[src/hdl/u2u_pkg.sv]
// ============================================================================
// u2u_pkg
// Shared types and codes for the UTF-8 to UTF-16 decoder.
// ============================================================================
`default_nettype none

package u2u_pkg;

    // unit_kind codes on the result beat
    localparam logic [1:0] KIND_UNIT     = 2'd0;
    localparam logic [1:0] KIND_END_OK   = 2'd1;
    localparam logic [1:0] KIND_END_FAIL = 2'd2;

    localparam int POINT_W = 21;

    // surrogate prefixes (top six bits of a UTF-16 unit)
    localparam logic [5:0] HI_SURR_TAG = 6'b110110;
    localparam logic [5:0] LO_SURR_TAG = 6'b110111;

    localparam logic [POINT_W-1:0] SUPP_BASE = 21'h10000;

    typedef enum logic [1:0] {
        JOB_POINT,
        JOB_END_OK,
        JOB_END_FAIL
    } job_kind_t;

    // one queued job from front to back
    typedef struct packed {
        job_kind_t          kind;
        logic [POINT_W-1:0] point;
    } job_t;

endpackage

`default_nettype wire

[src/hdl/utf8_to_utf16_decoder_core.sv]
// ============================================================================
// utf8_to_utf16_decoder_core
// Streaming UTF-8 to UTF-16 decoder, one byte in, up to two units out.
// ============================================================================
// Usage:
//   Byte channel: one UTF-8 byte per beat (byte_valid/byte_stall, in_byte).
//   Unit channel: one UTF-16 code unit or end-of-string marker per beat
//   (unit_valid/unit_stall, code_unit, unit_kind, last_of_run).
//   A zero byte ends a string; its beat carries the ok/failed status.
//   A byte that finishes a unit is written to the queue at its accepting
//   edge; the output register then loads it once empty or once its beat is
//   taken. Throughput: one byte per cycle in while the queue is not full;
//   one beat per cycle out while unit_stall is low. A 4-byte sequence
//   yields two beats for four bytes, so the output keeps pace.
//   Bytes that only open or extend a sequence make no beat.
//   byte_stall rises only while the FIFO_DEPTH-entry job queue is full.
//   A stalled result holds; the front keeps taking bytes until the queue
//   fills. Reset clears the sequence state, the queue and the output valid.
// ============================================================================
`default_nettype none

module utf8_to_utf16_decoder_core #(
    parameter int FIFO_DEPTH = 4
) (
    input  wire logic        clk,
    input  wire logic        rst_n,
    input  wire logic        byte_valid,
    output logic             byte_stall,
    input  wire logic [7:0]  in_byte,
    output logic             unit_valid,
    input  wire logic        unit_stall,
    output logic [15:0]      code_unit,
    output logic [1:0]       unit_kind,
    output logic             last_of_run
);

    logic          byte_accept;
    logic          push;
    logic          pop;
    logic          q_empty;
    logic          q_full;
    u2u_pkg::job_t push_job;
    u2u_pkg::job_t head_job;

    // stall depends only on the registered queue fill, never on byte_valid
    assign byte_stall  = q_full;
    assign byte_accept = byte_valid && !q_full;

    // front: sequence tracking, lead byte classification
    u2u_front u_front (
        .clk      (clk),
        .rst_n    (rst_n),
        .accept   (byte_accept),
        .in_byte  (in_byte),
        .push     (push),
        .push_job (push_job)
    );

    // job queue decouples byte intake from result delivery
    u2u_fifo #(
        .DEPTH (FIFO_DEPTH)
    ) u_fifo (
        .clk      (clk),
        .rst_n    (rst_n),
        .push     (push),
        .push_job (push_job),
        .pop      (pop),
        .head_job (head_job),
        .empty    (q_empty),
        .full     (q_full)
    );

    // back: emits units, splits supplementary points into surrogates
    u2u_back u_back (
        .clk         (clk),
        .rst_n       (rst_n),
        .q_empty     (q_empty),
        .head_job    (head_job),
        .pop         (pop),
        .unit_stall  (unit_stall),
        .unit_valid  (unit_valid),
        .code_unit   (code_unit),
        .unit_kind   (unit_kind),
        .last_of_run (last_of_run)
    );

endmodule

`default_nettype wire

[src/hdl/u2u_fifo.sv]
// ============================================================================
// u2u_fifo
// Small job queue between the byte front end and the unit back end.
// ============================================================================
`default_nettype none

module u2u_fifo #(
    parameter int DEPTH = 4
) (
    input  wire logic          clk,
    input  wire logic          rst_n,
    input  wire logic          push,
    input  wire u2u_pkg::job_t push_job,
    input  wire logic          pop,
    output u2u_pkg::job_t      head_job,
    output logic               empty,
    output logic               full
);

    localparam int PTR_W = (DEPTH > 1) ? $clog2(DEPTH) : 1;
    localparam int CNT_W = $clog2(DEPTH + 1);
    localparam logic [PTR_W-1:0] LAST_PTR = PTR_W'(DEPTH - 1);
    localparam logic [CNT_W-1:0] FULL_CNT = CNT_W'(DEPTH);

    u2u_pkg::job_t    mem [DEPTH];
    logic [PTR_W-1:0] wr_ptr_reg, wr_ptr_next;
    logic [PTR_W-1:0] rd_ptr_reg, rd_ptr_next;
    logic [CNT_W-1:0] count_reg, count_next;

    always_comb
    begin
        wr_ptr_next = wr_ptr_reg;
        rd_ptr_next = rd_ptr_reg;
        count_next  = count_reg;
        if (push)
        begin
            wr_ptr_next = (wr_ptr_reg == LAST_PTR) ? '0 : wr_ptr_reg + 1'b1;
        end
        if (pop)
        begin
            rd_ptr_next = (rd_ptr_reg == LAST_PTR) ? '0 : rd_ptr_reg + 1'b1;
        end
        if (push && !pop)
        begin
            count_next = count_reg + 1'b1;
        end
        else if (pop && !push)
        begin
            count_next = count_reg - 1'b1;
        end
    end

    always_ff @(posedge clk or negedge rst_n)
    begin
        if (!rst_n)
        begin
            wr_ptr_reg <= '0;
            rd_ptr_reg <= '0;
            count_reg  <= '0;
        end
        else
        begin
            wr_ptr_reg <= wr_ptr_next;
            rd_ptr_reg <= rd_ptr_next;
            count_reg  <= count_next;
        end
    end

    always_ff @(posedge clk)
    begin
        if (push)
        begin
            mem[wr_ptr_reg] <= push_job;
        end
    end

    assign head_job = mem[rd_ptr_reg];
    assign empty    = (count_reg == '0);
    assign full     = (count_reg == FULL_CNT);

endmodule

`default_nettype wire

[src/hdl/u2u_front.sv]
// ============================================================================
// u2u_front
// Byte front end: tracks the open sequence and queues finished jobs.
// ============================================================================
`default_nettype none

module u2u_front (
    input  wire logic       clk,
    input  wire logic       rst_n,
    input  wire logic       accept,
    input  wire logic [7:0] in_byte,
    output logic            push,
    output u2u_pkg::job_t   push_job
);

    logic [1:0]                  due_reg, due_next;
    logic [u2u_pkg::POINT_W-1:0] pp_reg, pp_next;
    logic                        fail_reg, fail_next;
    logic [u2u_pkg::POINT_W-1:0] shifted;

    // continuation byte: low six bits appended, top bits fall off
    assign shifted = {pp_reg[u2u_pkg::POINT_W-7:0], in_byte[5:0]};

    always_comb
    begin
        due_next       = due_reg;
        pp_next        = pp_reg;
        fail_next      = fail_reg;
        push           = 1'b0;
        push_job.kind  = u2u_pkg::JOB_POINT;
        push_job.point = '0;
        if (accept)
        begin
            if (in_byte == 8'h00)
            begin
                push          = 1'b1;
                push_job.kind = (fail_reg || due_reg != 2'd0) ? u2u_pkg::JOB_END_FAIL
                                                              : u2u_pkg::JOB_END_OK;
                due_next  = 2'd0;
                pp_next   = '0;
                fail_next = 1'b0;
            end
            else if (due_reg != 2'd0)
            begin
                due_next = due_reg - 2'd1;
                pp_next  = shifted;
                if (due_reg == 2'd1)
                begin
                    push           = 1'b1;
                    push_job.point = shifted;
                    pp_next        = '0;
                end
            end
            else if (!fail_reg)
            begin
                case (in_byte) inside
                    8'b0???????:
                    begin
                        push           = 1'b1;
                        push_job.point = {13'd0, in_byte};
                    end
                    8'b110?????:
                    begin
                        pp_next  = {16'd0, in_byte[4:0]};
                        due_next = 2'd1;
                    end
                    8'b1110????:
                    begin
                        pp_next  = {17'd0, in_byte[3:0]};
                        due_next = 2'd2;
                    end
                    8'b11110???:
                    begin
                        pp_next  = {18'd0, in_byte[2:0]};
                        due_next = 2'd3;
                    end
                    default:
                    begin
                        fail_next = 1'b1;
                        pp_next   = '0;
                    end
                endcase
            end
        end
    end

    always_ff @(posedge clk or negedge rst_n)
    begin
        if (!rst_n)
        begin
            due_reg  <= 2'd0;
            pp_reg   <= '0;
            fail_reg <= 1'b0;
        end
        else
        begin
            due_reg  <= due_next;
            pp_reg   <= pp_next;
            fail_reg <= fail_next;
        end
    end

endmodule

`default_nettype wire

[src/hdl/u2u_back.sv]
// ============================================================================
// u2u_back
// Unit back end: turns queued jobs into result beats, splitting surrogates.
// ============================================================================
`default_nettype none

module u2u_back (
    input  wire logic          clk,
    input  wire logic          rst_n,
    input  wire logic          q_empty,
    input  wire u2u_pkg::job_t head_job,
    output logic               pop,
    input  wire logic          unit_stall,
    output logic               unit_valid,
    output logic [15:0]        code_unit,
    output logic [1:0]         unit_kind,
    output logic               last_of_run
);

    logic                        valid_reg, valid_next;
    logic                        half_reg, half_next;
    logic [15:0]                 cu_reg, cu_next;
    logic [1:0]                  kind_reg, kind_next;
    logic                        last_reg, last_next;
    logic                        load;
    logic                        big;
    logic [u2u_pkg::POINT_W-1:0] offs;

    assign big  = |head_job.point[u2u_pkg::POINT_W-1:16];
    assign offs = head_job.point - u2u_pkg::SUPP_BASE;
    assign load = !valid_reg || !unit_stall;

    always_comb
    begin
        valid_next = valid_reg;
        half_next  = half_reg;
        cu_next    = cu_reg;
        kind_next  = kind_reg;
        last_next  = last_reg;
        pop        = 1'b0;
        if (load)
        begin
            valid_next = !q_empty;
            if (!q_empty)
            begin
                case (head_job.kind)
                    u2u_pkg::JOB_POINT:
                    begin
                        kind_next = u2u_pkg::KIND_UNIT;
                        if (big && !half_reg)
                        begin
                            cu_next   = {u2u_pkg::HI_SURR_TAG, offs[19:10]};
                            last_next = 1'b0;
                            half_next = 1'b1;
                        end
                        else if (big)
                        begin
                            cu_next   = {u2u_pkg::LO_SURR_TAG, offs[9:0]};
                            last_next = 1'b1;
                            half_next = 1'b0;
                            pop       = 1'b1;
                        end
                        else
                        begin
                            cu_next   = head_job.point[15:0];
                            last_next = 1'b1;
                            pop       = 1'b1;
                        end
                    end
                    u2u_pkg::JOB_END_OK:
                    begin
                        cu_next   = 16'd0;
                        kind_next = u2u_pkg::KIND_END_OK;
                        last_next = 1'b1;
                        pop       = 1'b1;
                    end
                    default:
                    begin
                        cu_next   = 16'd0;
                        kind_next = u2u_pkg::KIND_END_FAIL;
                        last_next = 1'b1;
                        pop       = 1'b1;
                    end
                endcase
            end
        end
    end

    always_ff @(posedge clk or negedge rst_n)
    begin
        if (!rst_n)
        begin
            valid_reg <= 1'b0;
            half_reg  <= 1'b0;
        end
        else
        begin
            valid_reg <= valid_next;
            half_reg  <= half_next;
        end
    end

    always_ff @(posedge clk)
    begin
        cu_reg   <= cu_next;
        kind_reg <= kind_next;
        last_reg <= last_next;
    end

    assign unit_valid  = valid_reg;
    assign code_unit   = cu_reg;
    assign unit_kind   = kind_reg;
    assign last_of_run = last_reg;

endmodule

`default_nettype wire

[config.mk]
export PLATFORM = sky130hd
export DESIGN_NAME = utf8_to_utf16_decoder_core
export DESIGN_NICKNAME = d
export VERILOG_FILES = /design/src/hdl/u2u_pkg.sv /design/src/hdl/utf8_to_utf16_decoder_core.sv /design/src/hdl/u2u_fifo.sv /design/src/hdl/u2u_front.sv /design/src/hdl/u2u_back.sv
export SDC_FILE = /design/constraint.sdc
export NUM_CORES = 1
export LEC_CHECK = 0
export ABC_AREA = 1
export BUFFER_PORTS_ARGS = -buffer_cell sky130_fd_sc_hd__buf_2
export CORE_ASPECT_RATIO = 0.5
export CORE_MARGIN = 2
export CORE_UTILIZATION = 35
export DETAILED_ROUTE_END_ITERATION = 8
export PLACE_DENSITY = 0.48
export SETUP_SLACK_MARGIN = 0.15
export SLEW_MARGIN = 10
export SYNTH_ARGS = -nofsm -noshare
export SYNTH_HDL_FRONTEND = slang
export SYNTH_SLANG_ARGS = --single-unit
[constraint.sdc]
create_clock -name clk -period 7.75 [get_ports clk]
set_input_delay 0.3875 -clock clk [delete_from_list [all_inputs] [get_ports clk]]
set_output_delay 0.3875 -clock clk [all_outputs]
set_load 0.005 [all_outputs]
# After elaboration in Yosys (flattened, before gate mapping)
# Memory sizes are Yosys's and may differ from the RTL's.
# Index checks and enable logic that the tools add are counted.
[op_classes] addsub=6 n_eq_ne=10 muxes=51 bitwise_logic=2 reduce_logical=29
[op_table] op="15-bit two-way mux" count=6
[op_table] op="21-bit two-way mux" count=4
[op_table] op="16-bit two-way mux" count=2
[op_table] op="23-bit two-way mux" count=1
[op_table] op="2-bit two-way mux" count=11
[op_table] op="1-bit two-way mux" count=21
[op_table] op="20-bit by 17-bit subtractor with 20-bit output (second input constant)" count=1
[op_table] op="3-bit two-way mux" count=3
[op_table] op="8-bit zero test" count=1
[op_table] op="4-bit AND reduction" count=2
[op_table] op="1-bit zero test" count=7
[op_table] op="7-bit two-way mux" count=1
[op_table] op="7-bit OR reduction" count=1
[op_table] op="3-bit equality test (second input constant)" count=2
[op_table] op="2-bit nonzero test" count=3
[op_table] op="5-bit equality test (second input constant)" count=1
[op_table] op="5-bit nonzero test" count=1
[op_table] op="5-bit OR reduction" count=1
[op_table] op="2-bit by 1-bit adder with 2-bit output (second input constant)" count=2
[op_table] op="2-bit by 1-bit equality test with 1-bit output (second input constant)" count=2
[op_table] op="2-bit equality test (second input constant)" count=2
[op_table] op="4-bit equality test (second input constant)" count=1
[op_table] op="1-bit logical AND" count=4
[op_table] op="4-bit two-way mux" count=1
[op_table] op="14 further kinds" count=17
[word_totals] ff_bits=46 ram_bits=92 in_bits=12 out_inout_bits=21 mem_count=1
[mem_list] memory="u_fifo.mem" depth=4 word_bits=23 rd=1 rd_clocked_by_memory_dff=0 write_ports=1 line_no="u2u_fifo.sv:25" source="u2u_pkg::job_t mem [DEPTH];"

# Longest topological paths before layout
# An unclocked memory read counts as a cell.
[logic_depth] ltp_word=10 ltp_mapped=17 mapped_depth_nobuf=16

# Cells and area by module
# From an unflattened synthesis, not the netlist that was laid out.
[unflattened] hier_cells=593 area_unflattened_um2=6427.4
[by_module_without_submodules] module="u2u_fifo" n_inst=1 cells_per_inst=320 area_each_um2=4090.2 seq_area_each_um2=2937.8
[by_module_without_submodules] module="u2u_front" n_inst=1 cells_per_inst=176 area_each_um2=1266.2 seq_area_each_um2=450.4
[by_module_without_submodules] module="u2u_back" n_inst=1 cells_per_inst=95 area_each_um2=1061.0 seq_area_each_um2=620.6
[by_module_without_submodules] module="utf8_to_utf16_decoder_core" n_inst=1 cells_per_inst=2 area_each_um2=10.0 seq_area_each_um2=0.0

# Worst setup path after synthesis
# Ideal clock, no wire load.
[synth_timing] path_kind="reg-to-reg" startpoint="reg u_fifo.count_reg[0]" endpoint="reg u_fifo.count_reg[1]" setup_time_ns=0.125 arrival_ns=2.741 t_required_ns=7.625 path_slack_ns=4.884 stages_incl_launch_ff=8 path_buffers=0 cell_sequence="dfrtp_1 -> nor3_1 -> a21oi_1 -> nand2_2 -> ha_1 -> inv_1 -> fa_1 -> mux2_2"
[synth_between] elab_cells_between_ends=16
[synth_rtl] item="from (decl)" line_no="u2u_fifo.sv:28" source="logic [CNT_W-1:0] count_reg, count_next;"
[synth_rtl] item="from (signal assigned)" line_no="u2u_fifo.sv:65" source="count_reg <= count_next;"
[synth_rtl] item="parallel branches: the longest is 5 deep, another holds 3-bit by 1-bit subtractor with 3-bit output"
[synth_rtl] item="3-bit two-way mux *" line_no="u2u_fifo.sv:43" source="if (push && !pop)"
[synth_rtl] item="via u_fifo.count_next[1]" line_no="u2u_fifo.sv:28"
# Mark *: on every way through the listed nets, which the timed path passes. The select of a mux whose other input is x is not followed.
# A chain may end at the register's enable or synchronous reset.

# Worst setup path in the final report
[layout_timing] startpoint="reg u_fifo.rd_ptr_reg[0]" endpoint="reg u_fifo.count_reg[2]"
[layout_between] elab_chain_cells=10 elab_cells_between_ends=13
[layout_rtl] item="from (decl)" line_no="u2u_fifo.sv:27" source="logic [PTR_W-1:0] rd_ptr_reg, rd_ptr_next;"
[layout_rtl] item="from (signal assigned)" line_no="u2u_fifo.sv:64" source="rd_ptr_reg <= rd_ptr_next;"
[layout_rtl] item="memory 4 x 23 bit *"
[layout_rtl] item="5-bit OR reduction" line_no="u2u_back.sv:29" source="assign big = |head_job.point[u2u_pkg::POINT_W-1:16];"
[layout_rtl] item="1-bit logical AND" line_no="u2u_back.sv:50" source="if (big && !half_reg)"
[layout_rtl] item="1-bit two-way mux" line_no="u2u_back.sv:50"
[layout_rtl] item="1-bit two-way mux *"
[layout_rtl] item="1-bit two-way mux *" line_no="u2u_back.sv:44" source="if (!q_empty)"
[layout_rtl] item="1-bit two-way mux *" line_no="u2u_back.sv:41" source="if (load)"
[layout_rtl] item="1-bit zero test" line_no="u2u_fifo.sv:43"
[layout_rtl] item="1-bit logical AND" line_no="u2u_fifo.sv:43"
[layout_rtl] item="3-bit two-way mux or 2-bit nonzero test (tied branches)"
# Mark *: on every way between the ends. The rest lies on a longest branch, timed or not.

==> summary.md <==
| Metric | Value |
|---|---|
| CP endpoint kind | `flop` |
| Fill cells | `1579` |
| Yosys top cell by area | `edfxtp_1` |
| Number of vias per cell | `4.772` |
| Ys Warns | `0` |
| R2r worst-path depth | `16` |
| Most numerous cell in the Yosys netlist | `edfxtp_1` |
| I/O pins | `33` |
| PD cells | `396.5 nW/µm²` |
| Routed WL per cell | `16.76 µm` |
| Routed Antenna Nets | `0` |
| HPWL Detailed | `8456 µm` |
| Initial antenna violation count | `1` |
| Unrepaired setup endpoints after global routing | `no` |
| Starting Density | `35.85%` |
| Post-Layout Cell Count | `794` |
| H-tree Lvls | `4` |
| Setup TNS | `0 ns` |
| Final setup viols | `0` |
| Via count | `3789` |
| Post-Syn Area | `5877 µm²` |
| Fin Clk Skew | `0.01170 ns` |
| Final Hold Violating Endpoints | `0` |
| Die width | `187.3 µm` |
| PortBufs | `32` |
| CTS Root Cell | `clkbuf_16` |
| Syn_nets | `541` |
| Core area | `16390 µm²` |
| First-pass GRT wire length | `20800 µm` |
| Worst EP arrival | `3.46 ns` |
| Yosys top cell area share | `56.72%` |
| Post-synth top cells | `edfxtp_1, nand2_1, nor2_1` |
| Area of the multi-input gates | `1608 µm²` |
| CTS tree | `yes` |
| Fin. max-slew vios | `0` |
| Clk_lat worst skew | `0.41 ns` |
| Hold Path Class | `input port to asynchronous set/reset pin` |
| Crit Path Max Fanout | `46` |
| EDFF count, synth | `111` |
| Worst EP required | `8.03 ns` |
| Drc violations | `0` |
| Hold Slack | `0.03017 ns` |
| Synth Flop Type | `edfxtp_1` |
| Worst setup path class | `flop to flop` |
| # hold bufs at CTS | `0` |
| Final period util | `40.96%` |
| Xor/xnor share of the synthesized area | `0.2981%` |
| Status | `complete, no violations` |
| CP Launch Point | `u_fifo.rd_ptr_reg[0]$_DFFE_PN0P_` |
| Fmax | `315.0 MHz` |
| Sequential area share after synthesis | `68.21%` |
| Total clock buffers created by CTS | `17` |
| Share of synthesized flip-flops with an asynchronous set or reset | `19.57%` |
| Drt initial violations | `349` |
| Max rail drop VDD | `0.0002168 V` |
| Final WL | `13300 µm` |
| Gp weighted congestion | `0.7547` |
| Antenna cells | `0` |
| Lkg Pwr | `2.624 nW` |
| # rows | `33` |
| P&R area growth vs syn | `15.80%` |
| Setup bufs post-CTS | `0` |
| Layout cells sized above 1 | `14.64%` |
| Reg2reg setup slack | `4.58 ns` |
| # clock sinks | `138` |
| Crit start category | `flop` |
| PostCTS Resize Cnt | `0` |
| Synthesized flop and latch total | `138` |
| Largest family of logic cells by synthesized area | `simple AND/OR/NAND/NOR gates` |
| Clk buf depth | `2` |
| Die Footprint | `17910 µm²` |
| Max FFs per register | `92` |
| Via count of the first global-routing pass | `3681` |
| Total GRT Usage | `15.94%` |
| Post-Syn Instances | `521` |
| Largest net degree at the start of global routing | `50` |
| Die Ht | `95.63 µm` |
| Relative slew slack | `38.70%` |
| Worst R2R End | `u_fifo.count_reg[2]$_DFFE_PN0P_` |
| Synth Area in Adders | `1.831%` |
| Gr ovfl total | `0` |
| Compound-Gate Fraction of Synth Area | `8.112%` |
| Synth top area cells | `edfxtp_1, dfrtp_1, nand2_1, o21ai_0, nor2_1` |
| Post-Synth Simple-Gate Area | `16.44%` |
| Post-synthesis mux area share | `0.1916%` |
| Crit path time final | `3.174 ns` |
| Fin util | `41.52%` |
| Max-cap violations | `0` |
| Post-Place Cells | `766` |
| Nets@finish | `578` |
| Post-Syn Area per Cell | `11.28 µm²` |
| First drt pass iteration count | `4` |
| Clock slew at reported path FFs | `0.06 ns` |
| Register area | `4009 µm²` |
| R2r startpoint | `u_fifo.rd_ptr_reg[0]$_DFFE_PN0P_` |
| Worst-margin pin slew | `0.9196 ns` |
| Yosys cell types | `35` |
## final cells by class
type,count,area share (%)
Sequential cell,138,58.91
Tap cell,227,4.174
Timing Repair Buffer,36,2.795
Inverter,47,2.629
Multi-Input combinational cell,318,23.63
Clock buffer,18,6.306
Clock inverter,10,1.563
## cells by family after synthesis
family | Yosys count
and+or+nand+nor | 222
muxes | 1
xor gates and xnor gates | 2
DFF | 138
buffers and inverters | 65
adders and majority gates | 8
AOI/OAI and AO/OA | 85
## metrics by stage
stage                     power [mW]  setup WS (ns)  area, µm²
final                          2.698          4.576       6805
after detailed placement       1.970          4.571       6270
after CTS                      2.725          4.561       6805
after global routing           2.893          4.153       6805
after floorplan                1.711          4.884       5877
after global placement         1.961          4.632       6270
## routing by layer
metal  GRT usage [%]  routed length (µm)  share of wire, %
met5               0                   0                 0
met3           3.276                 640               4.8
met4           6.151                 187               1.4
met2           23.98                5726                43
met1           22.78                6749                51
## worst max-delay path, stage by stage, from the launching register on
cell and delay, ns:
dfrtp_1 0.38, inv_2 0.57, nand2_1 0.11, nand3_1 0.12, nand2_1 0.11, ha_1 0.24, inv_1 0.06, a21oi_1 0.05
nand2_2 0.13, nand3_4 0.10, nand2_2 0.12, ha_1 0.16, inv_1 0.07, fa_1 0.43, a21oi_1 0.14, o21ai_0 0.10
xor2_1 0.15
## how the worst max path moves through the flow
| stage | depth (start not counted) | slack [ns] | endpoint |
|---|---|---|---|
| floorplan | 7 | 4.88 | u_fifo.count_reg[1]$_DFFE_PN0P_ |
| CTS | 16 | 4.56 | u_fifo.count_reg[2]$_DFFE_PN0P_ |
| global route | 16 | 4.15 | u_fifo.count_reg[2]$_DFFE_PN0P_ |
| global placement | 16 | 4.63 | u_fifo.count_reg[2]$_DFFE_PN0P_ |
| detailed placement | 16 | 4.57 | u_fifo.count_reg[2]$_DFFE_PN0P_ |
| finish | 16 | 4.58 | u_fifo.count_reg[2]$_DFFE_PN0P_ |
## report_power, final
part / internal, mW / switching [mW] / leakage (nW)
registers: 1.00 / 0.0654 / 1.39
logic: 0.270 / 0.606 / 0.979
clock network: 0.462 / 0.291 / 0.258
## placed cells by master (no fill, tap or decap), types with 4 or more instances in the layout
cell type  synthesis  routed
a21oi_1           15      14
a32o_1             4       4
buf_2              9      32
buf_4              2       4
clkbuf_16          0      17
dfrtp_1           27      27
edfxtp_1         111     111
ha_1               7       7
inv_1             43      43
nand2_1          101     101
nand2_2            5       5
nand3_1           36      36
nor2_1            56      52
nor2_4             3       6
nor3_1            16      16
o21ai_0           43      43
o21ai_1            8       8
o22a_1             4       4
o22ai_1            8       8
No activity file was read; power rests on OpenSTA's default activity.
